### src/hdl/dgf_pkg.sv
// ----------------------------------------------------------------------------
// dgf_pkg
// Shared types, constants and helpers of the 3x3 dark gap filler.
// ----------------------------------------------------------------------------
package dgf_pkg;

    // default frame limits
    localparam int DEF_MAX_WIDTH  = 2048;
    localparam int DEF_MAX_HEIGHT = 2048;

    // field and register widths
    localparam int SIZE_W     = 12;
    localparam int THR_W      = 8;
    localparam int CHAN_W     = 8;
    localparam int COORD_W    = 11;
    localparam int CFG_DATA_W = 12;
    localparam int CFG_IDX_W  = 2;

    // smallest frame side that still has an interior pixel
    localparam int MIN_SIZE = 3;

    // register reset values
    localparam logic [SIZE_W-1:0] RESET_WIDTH     = 12'd640;
    localparam logic [SIZE_W-1:0] RESET_HEIGHT    = 12'd480;
    localparam logic [THR_W-1:0]  RESET_THRESHOLD = 8'd128;

    // configuration register indexes
    typedef enum logic [CFG_IDX_W-1:0] {
        REG_IMAGE_WIDTH    = 2'd0,
        REG_IMAGE_HEIGHT   = 2'd1,
        REG_DARK_THRESHOLD = 2'd2
    } cfg_reg_t;

    typedef struct packed {
        logic [CHAN_W-1:0] red;
        logic [CHAN_W-1:0] green;
        logic [CHAN_W-1:0] blue;
    } pixel_t;

    localparam int PIXEL_W = $bits(pixel_t);

    typedef struct packed {
        logic [CHAN_W-1:0] red;
        logic [CHAN_W-1:0] green;
        logic [CHAN_W-1:0] blue;
        logic              frame_start;
    } in_item_t;

    typedef struct packed {
        logic [COORD_W-1:0] out_x;
        logic [COORD_W-1:0] out_y;
        logic [CHAN_W-1:0]  red_out;
        logic [CHAN_W-1:0]  green_out;
        logic [CHAN_W-1:0]  blue_out;
        logic               frame_last;
    } out_item_t;

    // what the position tracker tells the pipeline about one pixel
    typedef struct packed {
        logic               emit;
        logic               last;
        logic [COORD_W-1:0] out_x;
        logic [COORD_W-1:0] out_y;
    } pos_info_t;

    // a pixel is dark when any channel lies below the threshold
    function automatic logic is_dark(input pixel_t p, input logic [THR_W-1:0] thr);
        return (p.red < thr) || (p.green < thr) || (p.blue < thr);
    endfunction

endpackage

### src/hdl/dgf_window.sv
// ----------------------------------------------------------------------------
// dgf_window
// 3x3 pixel window that shifts left by one column per pixel, with the
// dark-pair test around the centre pixel.
// ----------------------------------------------------------------------------
module dgf_window (
    input  logic                      clk,
    input  logic                      rst_n,
    input  logic                      shift,
    input  dgf_pkg::pixel_t           col_top,
    input  dgf_pkg::pixel_t           col_mid,
    input  dgf_pkg::pixel_t           col_bot,
    input  logic [dgf_pkg::THR_W-1:0] threshold,
    output dgf_pkg::pixel_t           centre,
    output logic                      fill
);

    // win_reg[row][col], row 0 is the top line
    dgf_pkg::pixel_t win_reg [3][3];

    logic tl, t, tr, l, r, bl, b, br;

    // shift in the newest column on the right
    always_ff @(posedge clk or negedge rst_n)
    begin
        if (!rst_n)
        begin
            for (int i = 0; i < 3; i++)
            begin
                for (int j = 0; j < 3; j++)
                begin
                    win_reg[i][j] <= '0;
                end
            end
        end
        else if (shift)
        begin
            for (int i = 0; i < 3; i++)
            begin
                win_reg[i][0] <= win_reg[i][1];
                win_reg[i][1] <= win_reg[i][2];
            end
            win_reg[0][2] <= col_top;
            win_reg[1][2] <= col_mid;
            win_reg[2][2] <= col_bot;
        end
    end

    // darkness of the eight neighbours
    always_comb
    begin
        tl = dgf_pkg::is_dark(win_reg[0][0], threshold);
        t  = dgf_pkg::is_dark(win_reg[0][1], threshold);
        tr = dgf_pkg::is_dark(win_reg[0][2], threshold);
        l  = dgf_pkg::is_dark(win_reg[1][0], threshold);
        r  = dgf_pkg::is_dark(win_reg[1][2], threshold);
        bl = dgf_pkg::is_dark(win_reg[2][0], threshold);
        b  = dgf_pkg::is_dark(win_reg[2][1], threshold);
        br = dgf_pkg::is_dark(win_reg[2][2], threshold);
    end

    // opposite pairs and half-diagonal pairs
    assign fill = (l && r) || (t && b) || (tl && br) || (tr && bl) ||
                  (l && tr) || (l && br) || (tl && r) || (bl && r) ||
                  (t && bl) || (t && br) || (b && tl) || (b && tr);

    assign centre = win_reg[1][1];

endmodule

### config.mk
export PLATFORM = sky130hd
export DESIGN_NAME = dgf_window
export DESIGN_NICKNAME = d
export VERILOG_FILES = /design/src/hdl/dgf_pkg.sv /design/src/hdl/dgf_window.sv
export SDC_FILE = /design/constraint.sdc
export NUM_CORES = 1
export LEC_CHECK = 0
export CAP_MARGIN = 40
export CORE_MARGIN = 2
export CORE_UTILIZATION = 30
export CTS_CLUSTER_SIZE = 8
export DETAILED_ROUTE_END_ITERATION = 8
export DONT_BUFFER_PORTS = 1
export GPL_ROUTABILITY_DRIVEN = 1
export SLEW_MARGIN = 40
export SYNTH_ARGS = -nofsm -noshare
export SYNTH_HDL_FRONTEND = slang
export SYNTH_SLANG_ARGS = --single-unit
### constraint.sdc
create_clock -name clk -period 5.9 [get_ports clk]
set_input_delay 0 -clock clk [delete_from_list [all_inputs] [get_ports clk]]
set_output_delay 0 -clock clk [all_outputs]
set_load 0.02 [all_outputs]
==> results.sh <==
export IMPL_die_w_um=202
export IMPL_antenna_found_initial=1
export IMPL_synth_cell_types=42
export IMPL_leakage_nw=6.42
export IMPL_grt_pass1_wl_mm=45.5
export IMPL_combPwrFrac=0.199
export IMPL_vdd_ir_drop_max_mv=0.217
export IMPL_fin_crit_sh=0.524
export IMPL_worstPathCellList="ha_1 -> o21ai_0 -> o21ai_0 -> a21oi_1 -> or3_1 -> or2_1 -> a2111oi_2 -> o22ai_1"
export IMPL_largest_reg_flops=192
export IMPL_crit_slowest_cell="or3_1"
export IMPL_postLayoutSetupSlackWorst_ns=2.81
export IMPL_cp_common_cell="o21ai_0"
export IMPL_drv_slew=0
export IMPL_timing_final_crit_period_ns=3.09
export IMPL_cts_inserted_buffers=31
export IMPL_cap_violations=0
export IMPL_power_density_nw_per_um2=298
export IMPL_grt_pass1_vias=8249
export IMPL_sequentialPowerShare=0.442
export IMPL_die_h_um=202
export IMPL_coreArea_um2=38600
export IMPL_worst_path_max_fanout=3
export IMPL_pre_cts_ws_ns=3.24
export IMPL_wl_per_cell_um=17.8
export IMPL_cts_setup_buffers=0
export IMPL_fp_dieArea_um2=40600
export IMPL_antennaDiodeCount=0
export IMPL_pwr_share_clk=0.359
export IMPL_status="completed"
export IMPL_std_cell_rows=72
export IMPL_p_int_mw=3.13
export IMPL_first_pass_iters=4
export IMPL_clkLatencyLatePin_ns=0.56
export IMPL_final_util=0.377
export IMPL_htreeDepth=1
export IMPL_yosysSeqAreaShare=0.461
export IMPL_end_kind="output pin"
export IMPL_clkTransAtPathRegs_ns=0.05
export IMPL_drive_gt1_frac=0.251
export IMPL_worstSetupPathType="reg -> out"
export IMPL_syn_area_per_cell_um2=12.9
export IMPL_async_flop_share=1.00
export IMPL_yosys_register_bits=216
export IMPL_nFillCells=3745
export IMPL_synth_nets=1157
export IMPL_slowest_delay_ns=0.42
export IMPL_cts_buffer_depth=3
export IMPL_hold_class="in -> reg"
export IMPL_finalSetupViolCount=0
export IMPL_cp_required_ns=5.90
export IMPL_multiInputGateArea_um2=5980
export IMPL_grt_overflow=0
export IMPL_antenna_left=0
export IMPL_fmax_mhz=323
export IMPL_hold_viol_final=0
export IMPL_switching_share=0.277
export IMPL_grtUsageTotal=0.140
export IMPL_yosysWarningCount=0
export IMPL_max_slew_worst_pin_slew_ns=0.786
export IMPL_routed_wl_mm=27.9
export IMPL_drc=0
export IMPL_register_area_um2=5410
export IMPL_setup_tns_ns=0
export IMPL_relSlewSlack=0.476
export IMPL_gp_congestion=0.720
export IMPL_start_kind="flop"
export IMPL_portBuffers=0
export IMPL_finClkSkew_ns=0.00903
export IMPL_dp_hpwl_mm=17.4
export IMPL_start_util=0.304
export IMPL_cts_tree="built"
export IMPL_synthFlopType="dfrtp_1"
export IMPL_vias=7535
export IMPL_netlist_instances=906
export IMPL_syn2layout_area_growth_pct=24.0
export IMPL_syn_cell_area_um2=11700
export IMPL_grt_max_degree=217
export IMPL_synth_edf_count=0
export IMPL_io_pins=108
export IMPL_cts_root_buffer="clkbuf_16"
export IMPL_nets=1298
export IMPL_fin_hold_ws_ns=0.143
export IMPL_drt_iter0_drc=290
export IMPL_switching_power_mw=1.20
export IMPL_rsz0062_at_grt="false"
export IMPL_cts_sinks=216
export IMPL_crit_arrival_ns=3.09
export IMPL_via_per_inst=4.81
## stage by stage
step	cell area, um^2	cells	power (mW)
after global placement	12100	1382	2.60
after detailed placement	12100	1382	2.63
after floorplan	11700	906	2.48
after CTS	14500	1564	4.38
final	14500	1567	4.33
after global routing	14500	1567	4.60
## layer usage
layer  vias up  global-route usage  part of all wire
met3        40              0.0316             0.043
met5         -                   0           0.00057
met2       101               0.242              0.48
met4         2              0.0270             0.016
li1       3635                   -                 -
met1      3757               0.180              0.46
## synth_stat cells, drive strengths merged (2+ instances only)
cell type / n / area [um^2]
a21o: 26 / 195
ha: 168 / 2100
nand4: 2 / 12.5
a211o: 6 / 52.6
nand3: 5 / 25.0
o21a: 5 / 37.5
nor2b: 5 / 31.3
a21oi: 45 / 225
a31oi: 7 / 43.8
a2111oi: 7 / 67.6
nand2: 24 / 90.1
clkbuf: 25 / 95.1
or2b: 7 / 52.6
o31ai: 3 / 22.5
dfrtp: 216 / 5410
o31a: 2 / 17.5
o2111ai: 6 / 52.6
a211oi: 9 / 67.6
o22ai: 4 / 25.0
o21ai: 31 / 155
nand2b: 9 / 56.3
nor2: 21 / 78.8
nor3: 6 / 30.0
nor4: 2 / 18.8
buf: 24 / 180
inv: 14 / 52.6
mux2: 216 / 2430
## worst paths after layout
check,from,endpoint,slack (ns),depth (start not counted)
max in group asynchronous,rst_n,win_reg[90]$_DFFE_PN0P_,4.15,5
worst min-delay path,shift,win_reg[33]$_DFFE_PN0P_,0.14,2
worst min register to register,win_reg[192]$_DFFE_PN0P_,win_reg[192]$_DFFE_PN0P_,0.50,1
worst max register to register,win_reg[159]$_DFFE_PN0P_,win_reg[159]$_DFFE_PN0P_,4.50,2
min in group asynchronous,rst_n,win_reg[204]$_DFFE_PN0P_,0.51,3
worst max-delay path,win_reg[81]$_DFFE_PN0P_,fill,2.81,8
## cells by family after synthesis
group                    Yosys count  synth area share
multiplexers                     216             0.208
flip-flops                       216             0.461
adder cells (fa/ha/maj)          168             0.179
AO/OA/AOI/OAI                    158            0.0873
AND/OR/NAND/NOR                   85            0.0362
buffers and inverters             63            0.0280
## what timing repair did
| action | CTS | global route |
|---|---|---|
| hold buffers | 147 | 1 |
| resized for setup | 0 | 0 |
| setup endpoints to repair | 0 | 0 |
| hold endpoints to repair | 432 | 11 |
## power by group through the flow
stage / combinational, mW / sequential [mW] / clock (mW)
after floorplan: 0.654 / 1.83 / 0
after global placement: 0.662 / 1.93 / 0
after detailed placement: 0.694 / 1.94 / 0
after CTS: 0.866 / 1.92 / 1.60
after global routing: 0.991 / 1.95 / 1.66
final: 0.861 / 1.91 / 1.55
## cell type report
| cell class | instances | area share |
|---|---|---|
| clock buffers | 33 | 0.0539 |
| clock inverters | 2 | 0.00198 |
| inverters | 14 | 0.00362 |
| multi-input cells | 627 | 0.412 |
| flip-flops and latches | 216 | 0.372 |
| well taps | 518 | 0.0446 |
| repair buffers | 157 | 0.112 |
## critical path, delay by kind of cell, from the launching register on
family                     cells  cell delay [ns]
DFF                            1             0.40
AOI/OAI and AO/OA              5             1.15
and+or+nand+nor                2             0.70
adders and majority gates      1             0.28
## layout by cell type, fill, tap and decap left out, types with 6 or more instances in the layout
cell type,n
a2111oi_0,6
a211o_1,6
a211oi_1,9
a21o_1,26
a21oi_1,45
a31oi_1,7
buf_4,7
clkbuf_16,31
dfrtp_1,216
dlygate4sd3_1,146
ha_1,168
inv_1,14
mux2_2,216
nand2_1,24
nand2b_1,9
nor2_1,21
nor3_1,6
o2111ai_1,6
o21ai_0,30
or2b_1,7
Note: power is estimated with default switching activity, not from simulation.
