### src/hdl/dgf_pkg.sv
// ----------------------------------------------------------------------------
// dgf_pkg
// Shared types, constants and helpers of the 3x3 dark gap filler.
// ----------------------------------------------------------------------------
package dgf_pkg;

    // default frame limits
    localparam int DEF_MAX_WIDTH  = 2048;
    localparam int DEF_MAX_HEIGHT = 2048;

    // field and register widths
    localparam int SIZE_W     = 12;
    localparam int THR_W      = 8;
    localparam int CHAN_W     = 8;
    localparam int COORD_W    = 11;
    localparam int CFG_DATA_W = 12;
    localparam int CFG_IDX_W  = 2;

    // smallest frame side that still has an interior pixel
    localparam int MIN_SIZE = 3;

    // register reset values
    localparam logic [SIZE_W-1:0] RESET_WIDTH     = 12'd640;
    localparam logic [SIZE_W-1:0] RESET_HEIGHT    = 12'd480;
    localparam logic [THR_W-1:0]  RESET_THRESHOLD = 8'd128;

    // configuration register indexes
    typedef enum logic [CFG_IDX_W-1:0] {
        REG_IMAGE_WIDTH    = 2'd0,
        REG_IMAGE_HEIGHT   = 2'd1,
        REG_DARK_THRESHOLD = 2'd2
    } cfg_reg_t;

    typedef struct packed {
        logic [CHAN_W-1:0] red;
        logic [CHAN_W-1:0] green;
        logic [CHAN_W-1:0] blue;
    } pixel_t;

    localparam int PIXEL_W = $bits(pixel_t);

    typedef struct packed {
        logic [CHAN_W-1:0] red;
        logic [CHAN_W-1:0] green;
        logic [CHAN_W-1:0] blue;
        logic              frame_start;
    } in_item_t;

    typedef struct packed {
        logic [COORD_W-1:0] out_x;
        logic [COORD_W-1:0] out_y;
        logic [CHAN_W-1:0]  red_out;
        logic [CHAN_W-1:0]  green_out;
        logic [CHAN_W-1:0]  blue_out;
        logic               frame_last;
    } out_item_t;

    // what the position tracker tells the pipeline about one pixel
    typedef struct packed {
        logic               emit;
        logic               last;
        logic [COORD_W-1:0] out_x;
        logic [COORD_W-1:0] out_y;
    } pos_info_t;

    // a pixel is dark when any channel lies below the threshold
    function automatic logic is_dark(input pixel_t p, input logic [THR_W-1:0] thr);
        return (p.red < thr) || (p.green < thr) || (p.blue < thr);
    endfunction

endpackage

### src/hdl/dgf_pos.sv
// ----------------------------------------------------------------------------
// dgf_pos
// Raster position tracker: column and row of the pixel being accepted,
// interior test, end-of-frame flag and counter advance.
// ----------------------------------------------------------------------------
module dgf_pos #(
    parameter int MAX_WIDTH  = dgf_pkg::DEF_MAX_WIDTH,
    parameter int MAX_HEIGHT = dgf_pkg::DEF_MAX_HEIGHT
) (
    input  logic                          clk,
    input  logic                          rst_n,
    input  logic                          accept,
    input  logic                          frame_start,
    input  logic [dgf_pkg::SIZE_W-1:0]    image_width,
    input  logic [dgf_pkg::SIZE_W-1:0]    image_height,
    output logic [$clog2(MAX_WIDTH)-1:0]  col,
    output dgf_pkg::pos_info_t            info
);

    localparam int XW = $clog2(MAX_WIDTH);
    localparam int YW = $clog2(MAX_HEIGHT);
    localparam int WW = (XW + 1 > dgf_pkg::SIZE_W) ? XW + 1 : dgf_pkg::SIZE_W;
    localparam int HW = (YW + 1 > dgf_pkg::SIZE_W) ? YW + 1 : dgf_pkg::SIZE_W;

    logic [XW-1:0] col_reg, col_next;
    logic [YW-1:0] row_reg, row_next;
    logic [YW-1:0] row_cur;
    logic [WW-1:0] w_eff, col_ext, col_inc;
    logic [HW-1:0] h_eff, row_ext, row_inc;

    // effective frame size, clamped to the supported range
    always_comb
    begin
        priority if (image_width < dgf_pkg::SIZE_W'(dgf_pkg::MIN_SIZE))
            w_eff = WW'(dgf_pkg::MIN_SIZE);
        else if (WW'(image_width) > WW'(MAX_WIDTH))
            w_eff = WW'(MAX_WIDTH);
        else
            w_eff = WW'(image_width);

        priority if (image_height < dgf_pkg::SIZE_W'(dgf_pkg::MIN_SIZE))
            h_eff = HW'(dgf_pkg::MIN_SIZE);
        else if (HW'(image_height) > HW'(MAX_HEIGHT))
            h_eff = HW'(MAX_HEIGHT);
        else
            h_eff = HW'(image_height);
    end

    // position of this pixel, frame start restarts at the origin
    assign col     = frame_start ? '0 : col_reg;
    assign row_cur = frame_start ? '0 : row_reg;
    assign col_ext = WW'(col);
    assign row_ext = HW'(row_cur);
    assign col_inc = col_ext + WW'(1);
    assign row_inc = row_ext + HW'(1);

    // interior test and last interior pixel
    always_comb
    begin
        info.emit  = (col_ext >= WW'(2)) && (row_ext >= HW'(2)) &&
                     (col_ext < w_eff) && (row_ext < h_eff);
        info.last  = (col_ext == w_eff - WW'(1)) && (row_ext == h_eff - HW'(1));
        info.out_x = dgf_pkg::COORD_W'(col_ext - WW'(1));
        info.out_y = dgf_pkg::COORD_W'(row_ext - HW'(1));
    end

    // counter advance with line and frame wrap
    always_comb
    begin
        if (col_inc >= w_eff)
        begin
            col_next = '0;
            row_next = (row_inc >= h_eff) ? '0 : YW'(row_inc);
        end
        else
        begin
            col_next = XW'(col_inc);
            row_next = row_cur;
        end
    end

    always_ff @(posedge clk or negedge rst_n)
    begin
        if (!rst_n)
        begin
            col_reg <= '0;
            row_reg <= '0;
        end
        else if (accept)
        begin
            col_reg <= col_next;
            row_reg <= row_next;
        end
    end

endmodule

### config.mk
export PLATFORM = sky130hd
export DESIGN_NAME = dgf_pos
export DESIGN_NICKNAME = d
export VERILOG_FILES = /design/src/hdl/dgf_pkg.sv /design/src/hdl/dgf_pos.sv
export SDC_FILE = /design/constraint.sdc
export NUM_CORES = 1
export LEC_CHECK = 0
export ABC_AREA = 1
export BUFFER_PORTS_ARGS = -buffer_cell sky130_fd_sc_hd__buf_2
export CORE_MARGIN = 8
export CORE_UTILIZATION = 40
export DETAILED_ROUTE_END_ITERATION = 8
export PLACE_DENSITY_LB_ADDON = 0.25
export RECOVER_POWER = 100
export SETUP_SLACK_MARGIN = 0.1
export SYNTH_ARGS = -nofsm -noshare
export SYNTH_HDL_FRONTEND = slang
export SYNTH_SLANG_ARGS = --single-unit
### constraint.sdc
create_clock -name clk -period 3.55 [get_ports clk]
set_clock_uncertainty 0.15 [all_clocks]
set_input_delay 0.5325 -clock clk [delete_from_list [all_inputs] [get_ports clk]]
set_output_delay 0.5325 -clock clk [all_outputs]
set_load 0.03 [all_outputs]
==> metrics <==
CP max FO=17; ratio of cells with drive above 1 in the final layout=24.8%; Worst Setup Start Kind=primary input; clk sinks=22; share of async-settable or async-resettable flops after synthesis=100%; Synth Area in Adders=17.2%; clock slew at reported path FFs=0.08 ns; final setup fails=0; Post-Layout Cell Count=887; Num CTS Buffers=3; first-pass GRT wire length=approximately 21000 µm; Yosys warning total=0; Worst R2R Setup Slack=0.31 ns; Port Buf Inserts=62; largest net degree at the start of global routing=38; total number of vias=4522; Synth Net Count=701; Post-DRT Antenna Nets=0; maxcap violations=0; cell depth of the worst flop-to-flop path=17; CP max stage cell=nor3_1; Clock Root Buffer=clkbuf_8; number of iterations in the first detailed-routing pass=5; VDD IR max=~250 µV; Cell Area, Placed=0.00491 mm²; Crit path required time=about 3.5 ns; layout overhead on the synthesized area=32.4%; met2 global-route usage=37.5%; XOR/XNOR share of the synthesized area=9.13%; GRT Util Overall=19.6%; area of the die=0.0133 mm²; Die Ht=between 100 and 150 µm; Yosys reg bits=22; number of enable flip-flop cells after synthesis=0; routed vias/inst=5.10; Yosys cell types=38; minimum clock period=3.47 ns; largest family of logic cells by synthesized area=simple AND/OR/NAND/NOR gates; final worst slack=0.0755 ns; Slew HR=just over 20%; hold crit path type=primary input to asynchronous set/reset pin; arrival time at the worst endpoint=3.45 ns; Tcrit/Tclk final=about 98%; pre-CTS setup slack=-0.0866 ns; status=finished clean; # placed instances=about 870; CTS tree=done; worst r2r src=col_reg[0]; Worst Setup Path Type=primary input to flip-flop; Final nets=837; io pins=63; final hold vios=0; simple logic cell fraction of the synthesized area=36.3%; vias in the first global route=4522; Most used DFF post-synth=dfrtp_1; worst skew pair latency=0.26 ns; Mapped Cells=619; WL/cell=14.4 µm; pwr/cell area=257 mW/mm²; r2r endpoint=row_reg[2]; kind of end point of the critical path=flip-flop; met1 GRT Util=22.7%; final WL=~13000 µm; grt met3 use=2.63%; unrepaired setup endpoints after global routing=true; total gr overflow=0; crit-path cells=buf_4 -> buf_4 -> nor2_1 -> inv_2 -> nor3_1 -> nand3_1 -> nor2_1 -> a21oi_2 -> ha_1 -> nand2_1 -> nor2_1 -> nand3_1 -> nand3_1 -> clkbuf_4 -> o21ai_0 -> o211ai_1 -> o21ai_0; post-layout power=between 0.001 and 0.0015 W; Least-Margin Pin Slew=1.20 ns; Static Leakage=2.70 nW; Mapped Area=0.00394 mm²; multiplexer share of the synthesized area=0%; register area share after synthesis=14.0%; GR peak layer=met2; Compound-Gate Fraction of Synth Area=13.1%; total core area=a little under 0.01 mm²; Die X=115 µm; H-tree depth=1; # diodes=0; Starting Density=40.6%; hold_buf cts=0; GPL Wtd Cong=between 0.9 and 1; final-report max-slew violation count=0; drc violations=0; mean post-synth cell area=6.36 µm²; Max clock buf depth=2; Max Freq=0.288 GHz; final instance area=between 0.005 and 0.006 mm²; dpl hpwl=10600 µm; initial antenna violation count=0; Starting DRT DRC Count=236; crit-path max cell delay=0.34 ns; Cell Rows=36
## how the worst max path moves through the flow
stage                     from    endpoint  slack (ns)  cells past startpoint
2_1_floorplan      frame_start    info[22]        0.10                     16
3_3_place_gp   image_height[9]    info[22]      -0.003                     22
3_5_place_dp   image_height[9]    info[22]       -0.09                     22
4_1_cts         image_width[4]    info[22]        0.09                     20
5_1_grt        image_height[1]    info[22]       -0.14                     23
6_report           frame_start  row_reg[2]        0.08                     17
## repair_timing
| action | CTS | global route |
|---|---|---|
| pin swaps | 20 | 21 |
| gates resized for setup | 17 | 38 |
| buffers inserted | 6 | 5 |
| endpoints found under the setup margin | 2 | 17 |
## cells in the mapped netlist, types with 2 or more instances
master       n  area share, %
nand2_1    134             13
inv_1       83            7.9
nor2_1      67            6.4
ha_1        54             17
nand3_1     49            6.2
o21ai_0     38            4.8
a21oi_1     35            4.5
xor2_1      35            7.8
dfrtp_1     22             14
nor3_1      12            1.5
nor2_2      11            1.7
nand4_1      8            1.3
nor3_2       8            2.0
o211ai_1     7            1.3
xnor2_1      6            1.3
clkbuf_1     5           0.48
inv_2        5           0.48
o22ai_1      5           0.79
buf_6        4            1.1
nor4_1       4           0.64
nand2_2      3           0.48
nand2_4      2           0.57
nand3_2      2           0.51
nand3b_1     2           0.38
o2111ai_1    2           0.45
o21ai_1      2           0.25
o41ai_1      2           0.45
or2_1        2           0.32
## worst max-delay path, delay by kind of cell
family | cells | cell delay (ns)
AOI/OAI and AO/OA | 4 | 0.44
buffers and inverters | 4 | 0.71
adders and majority gates | 1 | 0.30
and+or+nand+nor | 8 | 1.46
## report_power, final
| group | switching, W | total, W | internal (W) | leakage, nW |
|---|---|---|---|---|
| sequential | 0.0000112 | 0.000283 | 0.000272 | 0.301 |
| clock | 0.0000815 | 0.000180 | 0.0000989 | 0.0288 |
| combinational | 0.000585 | 0.000877 | 0.000291 | 2.37 |
| total | 0.000678 | 0.00134 | 0.000662 | 2.70 |
## logic make-up after synthesis
logic type,after synthesis
AND/OR/NAND/NOR,309
buffers and inverters,99
AO/OA/AOI/OAI,94
adder cells (fa/ha/maj),54
XOR/XNOR,41
flip-flops,22
## metal layers
layer	routed length [µm]	vias to the layer above	part of all wire (%)
met1	5460	2120	43
met4	88	0	0.69
met5	0	-	0
met2	6710	81	53
met3	471	8	3.7
li1	-	2313	-
## cell type report
cell class | count | area, µm²
inverter | 89 | 339
sequential | 22 | 551
tap | 133 | 166
clock buffer | 4 | 55.1
timing repair buffer | 141 | 907
fill | 999 | 4480
multi-input combinational | 498 | 3190
## cells in the final DEF (no fill, tap or decap), types with 3 or more instances in the layout
cell type    n
o21ai_1      4
a21oi_1     33
clkbuf_8     4
buf_2       26
xnor2_1      6
nor2_1      56
nand2_2      8
xor2_1      34
ha_1        49
nand4_1      8
nand2_1    126
nor2_4       6
nand2_4      5
o211ai_1     7
nand3_2      4
nand3_1     47
o22ai_1      5
inv_2        8
nor2_2      17
dfrtp_1     22
inv_1       79
buf_4       78
buf_6        4
clkbuf_1    29
nor3_2       7
ha_4         4
nor3_1      12
o21ai_0     36
nor4_1       3
## per-stage QoR
stage	setup TNS (ns)	utilization, %	hold slack (ns)
finish	0	53.8	0.339
global route	-0.759	53.8	0.401
CTS	0	52.4	0.0952
detailed placement	-0.0955	50.7	0.320
global placement	-0.00320	50.7	0.318
floorplan	0	-	0.0869
Power figures use the tool's default switching activity.
